$ cat src/hdl/ffpa_pkg.sv
// Package for the first-fit pool allocator: widths, status codes and the
// controller/datapath command and status structs. No dependencies.
`default_nettype none
package ffpa_pkg;
	localparam int POOL_BYTES_DEF   = 65536;
	localparam int HEADER_BYTES_DEF = 16;
	localparam int ALIGN_BYTES_DEF  = 8;
	localparam int MAX_BLOCKS_DEF   = 64;

	localparam int SIZE_W = 17;
	localparam int ADDR_W = 16;
	localparam int USED_W = 17;
	localparam int STAT_W = 2;
	localparam int OFF_W  = 22;

	localparam logic [STAT_W-1:0] ST_OK      = 2'd0;
	localparam logic [STAT_W-1:0] ST_NOMEM   = 2'd1;
	localparam logic [STAT_W-1:0] ST_UNKNOWN = 2'd2;

	localparam logic ACT_ALLOC = 1'b0;
	localparam logic ACT_FREE  = 1'b1;

	// controller -> datapath
	typedef struct packed {
		logic load;       // capture request, clear index
		logic rd;         // issue table read at index
		logic step;       // advance index
		logic shift_rd;   // read entry for shifting
		logic shift_wr;   // write shifted entry
		logic ins_wr;     // write new entry
		logic commit;     // update count/used, form result
		logic fail;       // form failure result
	} ffpa_cmd_t;

	// datapath -> controller
	typedef struct packed {
		logic is_free;
		logic reject;     // too large or table full
		logic empty;
		logic scan_last;  // last entry (free) or tail gap (alloc) checked
		logic hit;        // scan found gap / match
		logic shift_done;
	} ffpa_stat_t;
endpackage
`default_nettype wire

$ cat src/hdl/ffpa_datapath.sv
// Datapath of the first-fit pool allocator: block table memory, scan index,
// fit and match checks, shifting, used-byte counter. Uses ffpa_pkg.
`default_nettype none
module ffpa_datapath
	import ffpa_pkg::*;
#(
	parameter int POOL_BYTES   = POOL_BYTES_DEF,
	parameter int HEADER_BYTES = HEADER_BYTES_DEF,
	parameter int ALIGN_BYTES  = ALIGN_BYTES_DEF,
	parameter int MAX_BLOCKS   = MAX_BLOCKS_DEF
) (
	input  wire logic              clk,
	input  wire logic              arst_n,
	input  wire logic              in_action,
	input  wire logic [SIZE_W-1:0] in_size,
	input  wire logic [ADDR_W-1:0] in_baddr,
	input  wire ffpa_cmd_t         cmd,
	output ffpa_stat_t             stat,
	output logic [STAT_W-1:0]      res_status,
	output logic [ADDR_W-1:0]      res_addr,
	output logic [USED_W-1:0]      res_used
);
	localparam int IDX_W = $clog2(MAX_BLOCKS);
	localparam int CNT_W = $clog2(MAX_BLOCKS + 1);
	localparam int PW    = $clog2(POOL_BYTES + 1) + 1;
	localparam int LIM_W = PW + 1;
	localparam logic [LIM_W-1:0] POOL_L = LIM_W'(POOL_BYTES);
	localparam logic [LIM_W-1:0] HDR_L  = LIM_W'(HEADER_BYTES);
	localparam logic [LIM_W-1:0] ALN_L  = LIM_W'(ALIGN_BYTES);
	localparam bit ALN_P2 = (ALIGN_BYTES & (ALIGN_BYTES - 1)) == 0;
	// reciprocal of the alignment, exact for any offset below 2**LIM_W
	localparam int SH    = LIM_W + 7;
	localparam int PRD_W = LIM_W + SH + 1;
	localparam logic [SH:0] RECIP = (SH+1)'(((longint'(1) << SH) +
		longint'(ALIGN_BYTES) - longint'(1)) / longint'(ALIGN_BYTES));

	logic [LIM_W-1:0] mem_start [MAX_BLOCKS];
	logic [SIZE_W-1:0] mem_len [MAX_BLOCKS];

	logic [CNT_W-1:0] count_q;
	logic [USED_W-1:0] used_q;
	logic action_q;
	logic [SIZE_W-1:0] size_q;
	logic [ADDR_W-1:0] baddr_q;
	logic [CNT_W-1:0] idx_q;      // entry being examined
	logic [LIM_W-1:0] prev_end_q; // end of previous block (0 before first)
	logic [LIM_W-1:0] rd_start_q;
	logic [SIZE_W-1:0] rd_len_q;
	logic [CNT_W-1:0] pos_q;      // insert / remove position
	logic [LIM_W-1:0] at_q;
	logic [SIZE_W-1:0] flen_q;
	logic found_q, past_q;
	logic tail_q;                 // gap after the last block checked
	logic [CNT_W-1:0] sh_q;       // shift cursor
	logic [LIM_W-1:0] sh_start_q;
	logic [SIZE_W-1:0] sh_len_q;

	logic [LIM_W-1:0] need;
	assign need = LIM_W'(size_q) + HDR_L;

	// gap [prev_end, limit); limit is next start or pool end once past last
	logic [LIM_W-1:0] limit, from_a, rem;
	logic [PRD_W-1:0] prod;
	logic [LIM_W-1:0] quo;
	assign limit = past_q ? POOL_L : rd_start_q;
	always_comb begin
		if (ALN_P2) begin
			prod = '0;
			quo  = '0;
			rem  = prev_end_q & (ALN_L - LIM_W'(1));
		end else begin
			prod = PRD_W'(prev_end_q) * PRD_W'(RECIP);
			quo  = LIM_W'(prod >> SH);
			rem  = prev_end_q - quo * ALN_L;
		end
		from_a = (rem == '0) ? prev_end_q : prev_end_q + (ALN_L - rem);
	end
	logic fit;
	assign fit = (from_a <= limit) && ((limit - from_a) >= need);
	logic match;
	assign match = ADDR_W'(rd_start_q + HDR_L) == baddr_q;

	// shift source: alloc reads sh-1 into sh, free reads sh+1 into sh
	logic [CNT_W-1:0] src_idx;
	assign src_idx = (action_q == ACT_FREE) ? sh_q + CNT_W'(1) : sh_q - CNT_W'(1);

	logic [IDX_W-1:0] rd_idx;
	assign rd_idx = cmd.shift_rd ? src_idx[IDX_W-1:0] : idx_q[IDX_W-1:0];

	// table memory: registered read, one write port
	always_ff @(posedge clk) begin
		if (cmd.rd || cmd.shift_rd) begin
			rd_start_q <= mem_start[rd_idx];
			rd_len_q   <= mem_len[rd_idx];
		end
		if (cmd.shift_wr) begin
			mem_start[sh_q[IDX_W-1:0]] <= sh_start_q;
			mem_len[sh_q[IDX_W-1:0]]   <= sh_len_q;
		end else if (cmd.ins_wr) begin
			mem_start[pos_q[IDX_W-1:0]] <= at_q;
			mem_len[pos_q[IDX_W-1:0]]   <= size_q;
		end
	end

	// scan and shift bookkeeping; shifting moves one entry per read and write
	always_ff @(posedge clk) begin
		if (cmd.load) begin
			action_q   <= in_action;
			size_q     <= in_size;
			baddr_q    <= in_baddr;
			idx_q      <= '0;
			prev_end_q <= '0;
			found_q    <= 1'b0;
			past_q     <= (count_q == '0);
			tail_q     <= 1'b0;
		end else if (cmd.step) begin
			if (!found_q && ((action_q == ACT_ALLOC && fit) ||
			                (action_q == ACT_FREE && !past_q && match))) begin
				found_q <= 1'b1;
				pos_q   <= idx_q;
				at_q    <= from_a;
				flen_q  <= rd_len_q;
				// alloc shifts up from the top, free shifts down from the hole
				sh_q    <= (action_q == ACT_FREE) ? idx_q : count_q;
			end
			prev_end_q <= rd_start_q + LIM_W'(rd_len_q) + HDR_L;
			if (idx_q + CNT_W'(1) >= count_q) past_q <= 1'b1;
			if (past_q) tail_q <= 1'b1;
			idx_q <= idx_q + CNT_W'(1);
		end
		if (cmd.shift_rd) begin
			// nothing to latch beyond memory read
		end
		if (cmd.shift_wr)
			sh_q <= (action_q == ACT_FREE) ? sh_q + CNT_W'(1) : sh_q - CNT_W'(1);
	end

	always_comb begin
		sh_start_q = rd_start_q;
		sh_len_q   = rd_len_q;
	end

	always_ff @(posedge clk or negedge arst_n) begin
		if (!arst_n) begin
			count_q <= '0;
			used_q  <= '0;
		end else if (cmd.commit) begin
			if (action_q == ACT_ALLOC) begin
				count_q <= count_q + CNT_W'(1);
				used_q  <= used_q + USED_W'(need);
			end else begin
				count_q <= count_q - CNT_W'(1);
				used_q  <= used_q - USED_W'(LIM_W'(flen_q) + HDR_L);
			end
		end
	end

	always_ff @(posedge clk) begin
		if (cmd.commit) begin
			res_status <= ST_OK;
			res_addr   <= (action_q == ACT_ALLOC) ? ADDR_W'(at_q + HDR_L) : '0;
			res_used   <= (action_q == ACT_ALLOC) ? used_q + USED_W'(need)
			              : used_q - USED_W'(LIM_W'(flen_q) + HDR_L);
		end else if (cmd.fail) begin
			res_status <= (action_q == ACT_FREE) ? ST_UNKNOWN : ST_NOMEM;
			res_addr   <= '0;
			res_used   <= used_q;
		end
	end

	always_comb begin
		stat.is_free    = action_q;
		stat.reject     = (need > POOL_L) || (count_q >= CNT_W'(MAX_BLOCKS));
		stat.empty      = count_q == '0;
		stat.scan_last  = (action_q == ACT_FREE) ? past_q : tail_q;
		stat.hit        = found_q;
		stat.shift_done = (action_q == ACT_FREE) ? (sh_q + CNT_W'(1) >= count_q)
		                  : (sh_q <= pos_q);
	end
endmodule
`default_nettype wire

$ cat src/hdl/ffpa_ctrl.sv
// Controller of the first-fit pool allocator: sequences scan, shift and
// commit over the datapath. Uses ffpa_pkg.
`default_nettype none
module ffpa_ctrl
	import ffpa_pkg::*;
(
	input  wire logic  clk,
	input  wire logic  arst_n,
	input  wire logic  in_fire,
	output logic       in_ready,
	input  wire logic  out_ready,
	output logic       out_valid,
	input  ffpa_stat_t stat,
	output ffpa_cmd_t  cmd
);
	typedef enum logic [6:0] {
		S_IDLE  = 7'b0000001,
		S_CHECK = 7'b0000010,
		S_READ  = 7'b0000100,
		S_EVAL  = 7'b0001000,
		S_SHRD  = 7'b0010000,
		S_SHWR  = 7'b0100000,
		S_DONE  = 7'b1000000
	} state_t;
	state_t state_q, state_d;
	logic out_valid_q;
	assign out_valid = out_valid_q;
	assign in_ready = (state_q == S_IDLE) && !out_valid_q;

	always_comb begin
		cmd = '0;
		state_d = state_q;
		unique case (state_q)
			S_IDLE: if (in_fire) begin
				cmd.load = 1'b1;
				state_d = S_CHECK;
			end
			S_CHECK: begin
				if (!stat.is_free && stat.reject) begin
					cmd.fail = 1'b1;
					state_d = S_DONE;
				end else if (stat.empty && stat.is_free) begin
					cmd.fail = 1'b1;
					state_d = S_DONE;
				end else begin
					cmd.rd = 1'b1;
					state_d = S_READ;
				end
			end
			S_READ: begin
				cmd.step = 1'b1;
				state_d = S_EVAL;
			end
			S_EVAL: begin
				if (stat.hit) state_d = S_SHRD;
				else if (stat.scan_last) begin
					cmd.fail = 1'b1;
					state_d = S_DONE;
				end else begin
					cmd.rd = 1'b1;
					state_d = S_READ;
				end
			end
			S_SHRD: begin
				if (stat.shift_done) begin
					if (!stat.is_free) cmd.ins_wr = 1'b1;
					cmd.commit = 1'b1;
					state_d = S_DONE;
				end else begin
					cmd.shift_rd = 1'b1;
					state_d = S_SHWR;
				end
			end
			S_SHWR: begin
				cmd.shift_wr = 1'b1;
				state_d = S_SHRD;
			end
			S_DONE: state_d = S_IDLE;
			default: state_d = S_IDLE;
		endcase
	end

	always_ff @(posedge clk or negedge arst_n) begin
		if (!arst_n) begin
			state_q <= S_IDLE;
			out_valid_q <= 1'b0;
		end else begin
			state_q <= state_d;
			if (state_q == S_DONE) out_valid_q <= 1'b1;
			else if (out_ready) out_valid_q <= 1'b0;
		end
	end

	a_no_accept_busy: assert property (@(posedge clk) disable iff (!arst_n)
		in_fire |-> state_q == S_IDLE)
		else $error("accept while busy");
	a_done_valid: assert property (@(posedge clk) disable iff (!arst_n)
		state_q == S_DONE |=> out_valid_q)
		else $error("result lost");
	a_one_write: assert property (@(posedge clk) disable iff (!arst_n)
		!(cmd.shift_wr && cmd.ins_wr))
		else $error("double write");
endmodule
`default_nettype wire

$ cat src/hdl/first_fit_pool_allocator.sv
// Top level of the first-fit pool allocator: stream ports, controller and
// datapath. Depends on ffpa_pkg, ffpa_ctrl, ffpa_datapath.
`default_nettype none
// One request at a time. An allocate checks the gaps of the address-ordered
// block table one at a time (registered memory read, then fit check):
// before each block in turn, then after the last block. Once a gap fits, the
// entries above it move up one slot, each by a read and then a write; a free
// scans for the matching data offset and closes the hole the same way. The
// input opens again in the cycle after the result is taken. For N gaps or
// entries checked and M entries moved, N + M never exceeds the block count
// plus one. The table has no reset: only entries below the block count are
// ever used.
module first_fit_pool_allocator
	import ffpa_pkg::*;
#(
	parameter int POOL_BYTES   = POOL_BYTES_DEF,
	parameter int HEADER_BYTES = HEADER_BYTES_DEF,
	parameter int ALIGN_BYTES  = ALIGN_BYTES_DEF,
	parameter int MAX_BLOCKS   = MAX_BLOCKS_DEF
) (
	input  wire logic        clk,
	input  wire logic        arst_n,
	input  wire logic        s_tvalid,
	output logic             s_tready,
	input  wire logic [39:0] s_tdata,  // action[0], alloc_size[17:1], block_address[33:18]
	output logic             m_tvalid,
	input  wire logic        m_tready,
	output logic [39:0]      m_tdata   // status[1:0], data_address[17:2], used_bytes[34:18]
);
	ffpa_cmd_t cmd;
	ffpa_stat_t stat;
	logic [STAT_W-1:0] res_status;
	logic [ADDR_W-1:0] res_addr;
	logic [USED_W-1:0] res_used;
	logic fire;
	logic [5:0] unused_pad;

	assign fire = s_tvalid && s_tready;
	assign unused_pad = s_tdata[39:34];
	assign m_tdata = {5'd0, res_used, res_addr, res_status};

	ffpa_ctrl u_ctrl (
		.clk(clk), .arst_n(arst_n), .in_fire(fire), .in_ready(s_tready),
		.out_ready(m_tready), .out_valid(m_tvalid), .stat(stat), .cmd(cmd)
	);

	ffpa_datapath #(
		.POOL_BYTES(POOL_BYTES), .HEADER_BYTES(HEADER_BYTES),
		.ALIGN_BYTES(ALIGN_BYTES), .MAX_BLOCKS(MAX_BLOCKS)
	) u_dp (
		.clk(clk), .arst_n(arst_n), .in_action(s_tdata[0]),
		.in_size(s_tdata[17:1]), .in_baddr(s_tdata[33:18]), .cmd(cmd),
		.stat(stat), .res_status(res_status), .res_addr(res_addr),
		.res_used(res_used)
	);
endmodule
`default_nettype wire
$ cat config.mk
export PLATFORM = sky130hd
export DESIGN_NAME = first_fit_pool_allocator
export DESIGN_NICKNAME = d
export VERILOG_FILES = /design/src/hdl/ffpa_pkg.sv /design/src/hdl/ffpa_datapath.sv /design/src/hdl/ffpa_ctrl.sv /design/src/hdl/first_fit_pool_allocator.sv
export SDC_FILE = /design/constraint.sdc
export NUM_CORES = 2
export LEC_CHECK = 0
export ABC_AREA = 0
export BUFFER_PORTS_ARGS = -buffer_cell sky130_fd_sc_hd__buf_2
export CAP_MARGIN = 30
export CELL_PAD_IN_SITES_DETAIL_PLACEMENT = 0
export CELL_PAD_IN_SITES_GLOBAL_PLACEMENT = 1
export CORE_MARGIN = 1.5
export CORE_UTILIZATION = 40
export DETAILED_ROUTE_END_ITERATION = 7
export PLACE_DENSITY_LB_ADDON = 0.1
export REMOVE_ABC_BUFFERS = 1
export SLEW_MARGIN = 20
export SYNTH_ARGS = -nofsm -noshare
export SYNTH_HDL_FRONTEND = slang
export SYNTH_SLANG_ARGS = --single-unit
$ cat constraint.sdc
create_clock -name clk -period 6.6 [get_ports clk]
set_clock_uncertainty 0.1 [all_clocks]
set_input_delay 1.98 -clock clk [delete_from_list [all_inputs] [get_ports clk]]
set_output_delay 1.98 -clock clk [all_outputs]
set_load 0.03 [all_outputs]
# Yosys cells after proc, flatten, opt, wreduce, memory -nomap -nowiden
# Memory sizes are Yosys's and may differ from the RTL's. A register that Yosys moved wholly into a read port is not among the register bits.
# Cells that the tools add are included.
[word_totals]
romBits = 0
register_bits = 180
mem_bits_rw = 2304
inputBits = 44
n_memories = 2
out_inout_bits = 42
latch_bits = 0
[op_classes]
multipliers = 0
div_mod_pow = 0
order_cmp = 7
reduce_logical = 31
addsub = 16
muxes = 61
n_bitwise = 2
shift = 0
eq_ne = 10
[mem_list]
columns = ["name", "words", "word_bits", "read_ports", "rd_ports_with_merged_regs", "wr", "line", "text"]
rows = [
  ["u_dp.mem_start", 64, 19, 1, 1, 1, "ffpa_datapath.sv:37", "logic [LIM_W-1:0] mem_start [MAX_BLOCKS];"],
  ["u_dp.mem_len", 64, 17, 1, 1, 1, "ffpa_datapath.sv:38", "logic [SIZE_W-1:0] mem_len [MAX_BLOCKS];"],
]
[ops]
columns = ["op", "count"]
rows = [
  ["7-bit 2-to-1 mux", 13],
  ["17-bit 2-to-1 mux", 4],
  ["19-bit 2-to-1 mux", 3],
  ["16-bit 2-to-1 mux", 3],
  ["7-bit case mux with 6 select lines", 1],
  ["16-bit by 5-bit adder with 16-bit output, second input constant", 2],
  ["1-bit 2-to-1 mux", 29],
  ["7-bit by 1-bit adder with 7-bit output, second input constant", 3],
  ["19-bit by 17-bit adder with 19-bit output", 1],
  ["19-bit adder", 1],
  ["19-bit by 5-bit adder with 19-bit output, second input constant", 1],
  ["19-bit greater-or-equal comparator", 1],
  ["19-bit by 17-bit > comparator with 1-bit output, second input constant", 1],
  ["19-bit less-or-equal comparator", 1],
  ["19-bit zero test", 1],
  ["19-bit OR reduction", 1],
  ["19-bit subtractor", 1],
  ["17-bit by 5-bit adder with 18-bit output, second input constant", 1],
  ["6-bit 2-to-1 mux", 3],
  ["17-bit adder", 1],
  ["17-bit by 5-bit adder with 17-bit output, second input constant", 1],
  ["17-bit OR reduction", 1],
  ["17-bit subtractor", 1],
  ["16-bit == test", 1],
  ["other kinds (23)", 51],
]

# Longest topological paths before layout
[depth]
word_depth = 13
mapped_depth = 24
depth_no_buf = 24

# Hierarchy
# Synthesis repeated with hierarchy kept, for this count alone.
[unflattened]
cells_unflattened = 7897
area_unflattened_um2 = 106040.5
[by_module_without_submodules]
columns = ["mod", "instances", "seq_area_each_um2", "cells_per_inst", "area_each_um2"]
rows = [
  ["ffpa_datapath", 1, 75011.9, 7841, 105486.2],
  ["ffpa_ctrl", 1, 201.4, 49, 506.7],
  ["first_fit_pool_allocator", 1, 0.0, 7, 47.5],
]

# Worst setup path before layout
# OpenSTA, ideal clock, no wires.
[synth_timing]
path_kind = "flip-flop to flip-flop"
from = "register u_dp.prev_end_q[1]"
to = "register u_dp.at_q[0], enable pin"
path_stages_with_launch = 25
synth_period_minus_slack_ps = 6174
arrival_ps = 5524
slack_ps = 426
setup_ps = 550
required_ps = 5950
cell_sequence = "dfxtp_1 -> inv_1 -> ha_1 -> xnor2_1 -> o32ai_1 -> xor2_1 -> nor2_1 -> or2_2 -> ha_1 -> a21oi_1 -> o21bai_1 -> a21oi_1 -> o21ai_0 -> a211oi_1 -> nor3_1 -> a21o_1 -> a21oi_1 -> xnor2_1 -> ha_1 -> a2111oi_0 -> nand2_1 -> a211oi_1 -> nor3_1 -> o211ai_1 -> nand2_1"
[synth_between]
elab_chain_len = 10
elab_cells_between_ends = 12
cone_classes = "add/sub (3); order compare (2); mux (1); reduce/logical (6)"
[synth_lines]
columns = ["element", "line", "text"]
rows = [
  ["from (decl)", "ffpa_datapath.sv:46", "logic [LIM_W-1:0] prev_end_q;"],
  ["from (signal assigned)", "ffpa_datapath.sv:126", "prev_end_q <= rd_start_q + LIM_W'(rd_len_q) + HDR_L;"],
  ["4-bit by 3-bit subtractor with 5-bit output", "ffpa_datapath.sv:76", "from_a = (rem == '0) ? prev_end_q : prev_end_q + (ALN_L - rem);"],
  ["19-bit adder", "ffpa_datapath.sv:76", ""],
  ["19-bit 2-to-1 mux *", "ffpa_datapath.sv:76", ""],
  ["19-bit subtractor", "ffpa_datapath.sv:79", "assign fit = (from_a <= limit) && ((limit - from_a) >= need);"],
  ["19-bit greater-or-equal comparator", "ffpa_datapath.sv:79", ""],
  ["1-bit logical AND *", "ffpa_datapath.sv:79", ""],
  ["1-bit logical AND *", "ffpa_datapath.sv:117", "if (!found_q && ((action_q == ACT_ALLOC && fit) ||"],
  ["1-bit logical OR *", "ffpa_datapath.sv:117", ""],
  ["1-bit logical AND *", "ffpa_datapath.sv:117", ""],
  ["3-bit AND reduction (no line) *", "-", ""],
  ["to (signal assigned)", "ffpa_datapath.sv:121", "at_q <= from_a;"],
  ["to (decl)", "ffpa_datapath.sv:50", "logic [LIM_W-1:0] at_q;"],
]
# Every way passes the cells marked *; elsewhere a longest branch is shown, timed or not.
# A chain may end at the register's enable or synchronous reset.

# Final worst setup path
[layout_timing]
from = "register u_dp.prev_end_q[1]"
to = "register u_dp.flen_q[3], enable pin"
[layout_between]
elab_chain_len = 10
elab_cells_between_ends = 12
cone_classes = "add/sub (3); order compare (2); mux (1); reduce/logical (6)"
[layout_lines]
columns = ["element", "line", "text"]
rows = [
  ["4-bit by 3-bit subtractor with 5-bit output", "ffpa_datapath.sv:76", ""],
  ["19-bit adder", "ffpa_datapath.sv:76", ""],
  ["19-bit 2-to-1 mux *", "ffpa_datapath.sv:76", ""],
  ["19-bit subtractor", "ffpa_datapath.sv:79", ""],
  ["19-bit greater-or-equal comparator", "ffpa_datapath.sv:79", ""],
  ["1-bit logical AND *", "ffpa_datapath.sv:79", ""],
  ["1-bit logical AND *", "ffpa_datapath.sv:117", ""],
  ["1-bit logical OR *", "ffpa_datapath.sv:117", ""],
  ["1-bit logical AND *", "ffpa_datapath.sv:117", ""],
  ["3-bit AND reduction (no line) *", "-", ""],
  ["to (signal assigned)", "ffpa_datapath.sv:122", "flen_q <= rd_len_q;"],
  ["to (decl)", "ffpa_datapath.sv:51", "logic [SIZE_W-1:0] flen_q;"],
]
# Marked as above.

==> flow_summary.yaml <==
outcome:
  status: "finished, final reports clean"
logic_synthesis:
  synth-main-ff-cell: "edfxtp_1"
  yosysWarnings: 0
  synth_cell_types: 89
  syn_area_um2: 105200
  ys_ff_latch: 2520
  avgSynthCellArea_um2: 13.70
  yosysMostFrequentCell: "edfxtp_1"
  yosysSeqAreaShare_pct: 71.50
  synth_edf_count: 2458
  yosysTopAreaCellShare_pct: 70.17
  synthCells: 7679
  yosysTopAreaCell: "edfxtp_1"
  synth_commonest_cells: "edfxtp_1, nand2_1, nand3_1"
  yosys-top-cells-area: "edfxtp_1, nand2_1, mux2i_1, nand3_1, ha_1"
  async_flop_share_pct: 1.270
power:
  leakage_nw: 41.53
  power_density_nw_per_um2: 287.2
  vdd_drop_max_mv: 0.2327
worst_hold_path:
  hold_path.class: "reg -> reg"
  hold-path-endpoint: "u_dp.res_status[1]$_SDFFE_PP0P_"
  min-delay-start: "u_dp.res_status[1]$_SDFFE_PP0P_"
  whs_path_depth: 2
timing:
  finalCriticalPeriod_ns: 6.104
  timing.final.ws_setup_ns: 0.4960
  tns_ns: 0
  relSlewSlack_pct: 23.36
  maxSlewViolCount: 0
  hold_viol: 0
  max_freq_mhz: 163.8
  rsz0062_at_grt: "false"
  finalSetupViolCount: 0
  tightest_slew_ns: 1.150
  finalCritPeriodShare_pct: 92.48
die:
  die_width_um: 515.8
  core_area_um2: 262000
  io_pins: 86
  start_util_pct: 40.14
  fp.dieArea_um2: 266100
  fp-row-count: 188
  fp.dieH_um: 515.8
final_layout:
  fillers: 23260
  final_util_pct: 46.49
  postLayoutCellArea_um2: 121800
  layout.nets: 8227
  final_cells: 11760
  syn_to_final_growth_pct: 15.81
  drive_gt1_share_pct: 13.15
global_routing:
  grt_start_max_net_pins: 123
  overflow: 0
  antenna_found_initial: 21
  grt_pass1_wl_mm: 529.5
  track_usage_pct: 28.56
  grt_pass1_vias: 65470
drt:
  met3_length_mm: 27.60
  vias: 69120
  viasPerCell: 5.879
  wl_met1_mm: 166.1
  drc: 0
  wl_mm: 385.7
  routedWlPerCell_um: 32.80
  ant_nets: 0
  wl_met2_mm: 177.6
  top_layer: "met4"
  dr.pass1.iters: 5
  drt_first_iter_violations: 7678
job:
  maxCapViolations: 0
clock_network:
  tritoncts: "built"
  cts_buffer_depth: 4
  clk_pin_slew_ns: 0.06
  cts_buffers: 288
  clk_latency_ns: 0.88
  ctsRootBufferMaster: "clkbuf_16"
  htree_num_levels: 5
  cts_sinks: 2520
  postCtsHoldBufs: 0
setup_path:
  startpoint_type: "flip-flop"
  r2r_slack_ns: 0.50
  cp_data_required_time_ns: 7.05
  cp_top_family: "compound AO/OA/AOI/OAI gates"
  reg2regPathDepth: 26
  crit_slowest_cell: "dfxtp_1"
  slowest_delay_ns: 0.44
  end_kind: "flip-flop"
  r2r_end: "u_dp.flen_q[3]$_DFFE_PP_"
  crit_type: "reg -> reg"
  reg2reg_from: "u_dp.prev_end_q[1]$_SDFFE_PP0N_"
  path_buf_inv: 3
  cp_max_fo: 42
  cp.arrival_ns: 6.55
placement:
  place_ws_ns: 0.4883
  post_dp_cell_area_um2: 113000
  placedCellCount: 11240
  dpl.hpwl_mm: 232.3
  routabilityCongestion: 0.8725
  portBuffers: 74
==> cell type report <==
cell class | count | area [µm²] | area share, %
Inverter | 182 | 683.2 | 0.5608
Tap cell | 3515 | 4398 | 3.610
Multi-Input combinational cell | 4539 | 28130 | 23.09
Clock inverter | 134 | 1085 | 0.8905
Clock buffer | 361 | 7607 | 6.245
Timing Repair Buffer | 492 | 4672 | 3.835
Antenna cell | 15 | 37.54 | 0.03081
Sequential cell | 2520 | 75210 | 61.74
==> state kept, by name, summed over array words and instances (netlist names), 17 cells and up <==
name and flops:
u_dp.mem_start 1216, u_dp.mem_len 1088, u_dp.at_q 19, u_dp.prev_end_q 19, u_dp.rd_start_q 19, u_dp.flen_q 17, u_dp.rd_len_q 17, u_dp.res_used 17
u_dp.size_q 17, u_dp.used_q 17
==> metrics by stage <==
step                total power, mW  hold slack [ns]
global placement              20.10           0.3483
floorplan                     19.40           0.3264
detailed placement            20.12           0.3610
CTS                           35.18           0.3712
global route                  35.91           0.3914
finish                        34.98           0.3665
==> cells in the final DEF (no fill, tap or decap), drive strengths merged, types with 62 or more instances in the layout <==
cell type,synthesis,final
a211oi,83,83
a21oi,249,249
a311oi,103,103
a31oi,175,175
and3,62,62
buf,269,492
clkbuf,174,361
clkinv,1,109
edfxtp,2458,2458
ha,155,155
inv,181,190
mux2i,363,363
nand2,1632,1632
nand3,489,489
nor2,181,181
nor3,80,80
o21ai,125,125
o22ai,87,87
xnor2,85,85
==> worst max-delay path by stage <==
stage | start | endpoint | slack (ns) | depth (start not counted)
final | u_dp.prev_end_q[1]$_SDFFE_PP0N_ | u_dp.flen_q[3]$_DFFE_PP_ | 0.50 | 26
after floorplan | u_dp.sh_q[0]$_DFFE_PP_ | u_dp.rd_start_q[3]$_DFFE_PP_ | -25.55 | 12
after global routing | u_dp.prev_end_q[1]$_SDFFE_PP0N_ | u_dp.sh_q[4]$_DFFE_PP_ | 0.02 | 26
after CTS | u_dp.prev_end_q[1]$_SDFFE_PP0N_ | u_dp.flen_q[3]$_DFFE_PP_ | 0.45 | 26
after detailed placement | u_dp.prev_end_q[1]$_SDFFE_PP0N_ | u_dp.flen_q[2]$_DFFE_PP_ | 0.49 | 26
after global placement | u_dp.prev_end_q[1]$_SDFFE_PP0N_ | u_dp.flen_q[2]$_DFFE_PP_ | 0.17 | 26
==> power breakdown <==
| group | leakage (nW) | switching, mW | internal (mW) |
|---|---|---|---|
| logic | 14.5 | 1.41 | 0.651 |
| registers | 22.8 | 0.131 | 17.6 |
| clock network | 4.25 | 6.51 | 8.67 |
| total | 41.5 | 8.05 | 26.9 |
==> worst reg2reg max path: cells and delay by family (launching register included) <==
family,cells,cell delay [ns]
AOI/OAI and AO/OA,11,2.62
adders and majority gates,3,0.95
and+or+nand+nor,6,0.74
buffers and inverters,3,0.50
xor gates and xnor gates,3,0.47
DFF,1,0.44
==> kinds of logic after synthesis <==
kind of cell / count (synthesis) / synth area share, %
simple gates: 2654 / 10.86
flops: 2520 / 71.50
compound gates: 1170 / 7.736
buf+inv: 625 / 2.669
mux: 406 / 4.107
fa+ha+maj: 160 / 1.939
xor+xnor: 142 / 1.182
other cells: 2 / 0.007139
==> per-layer routing <==
metal | up-vias | global-route usage, %
li1 | 29700 | -
met1 | 35870 | 39.97
met2 | 2935 | 45.44
met3 | 609 | 4.238
met4 | 0 | 9.638
met5 | - | 0
==> timing repair <==
action,in CTS,in global routing
setup endpoints to repair,0,49
setup buffers,0,0
resized for setup,0,1
(Power assumes the default switching activity.)
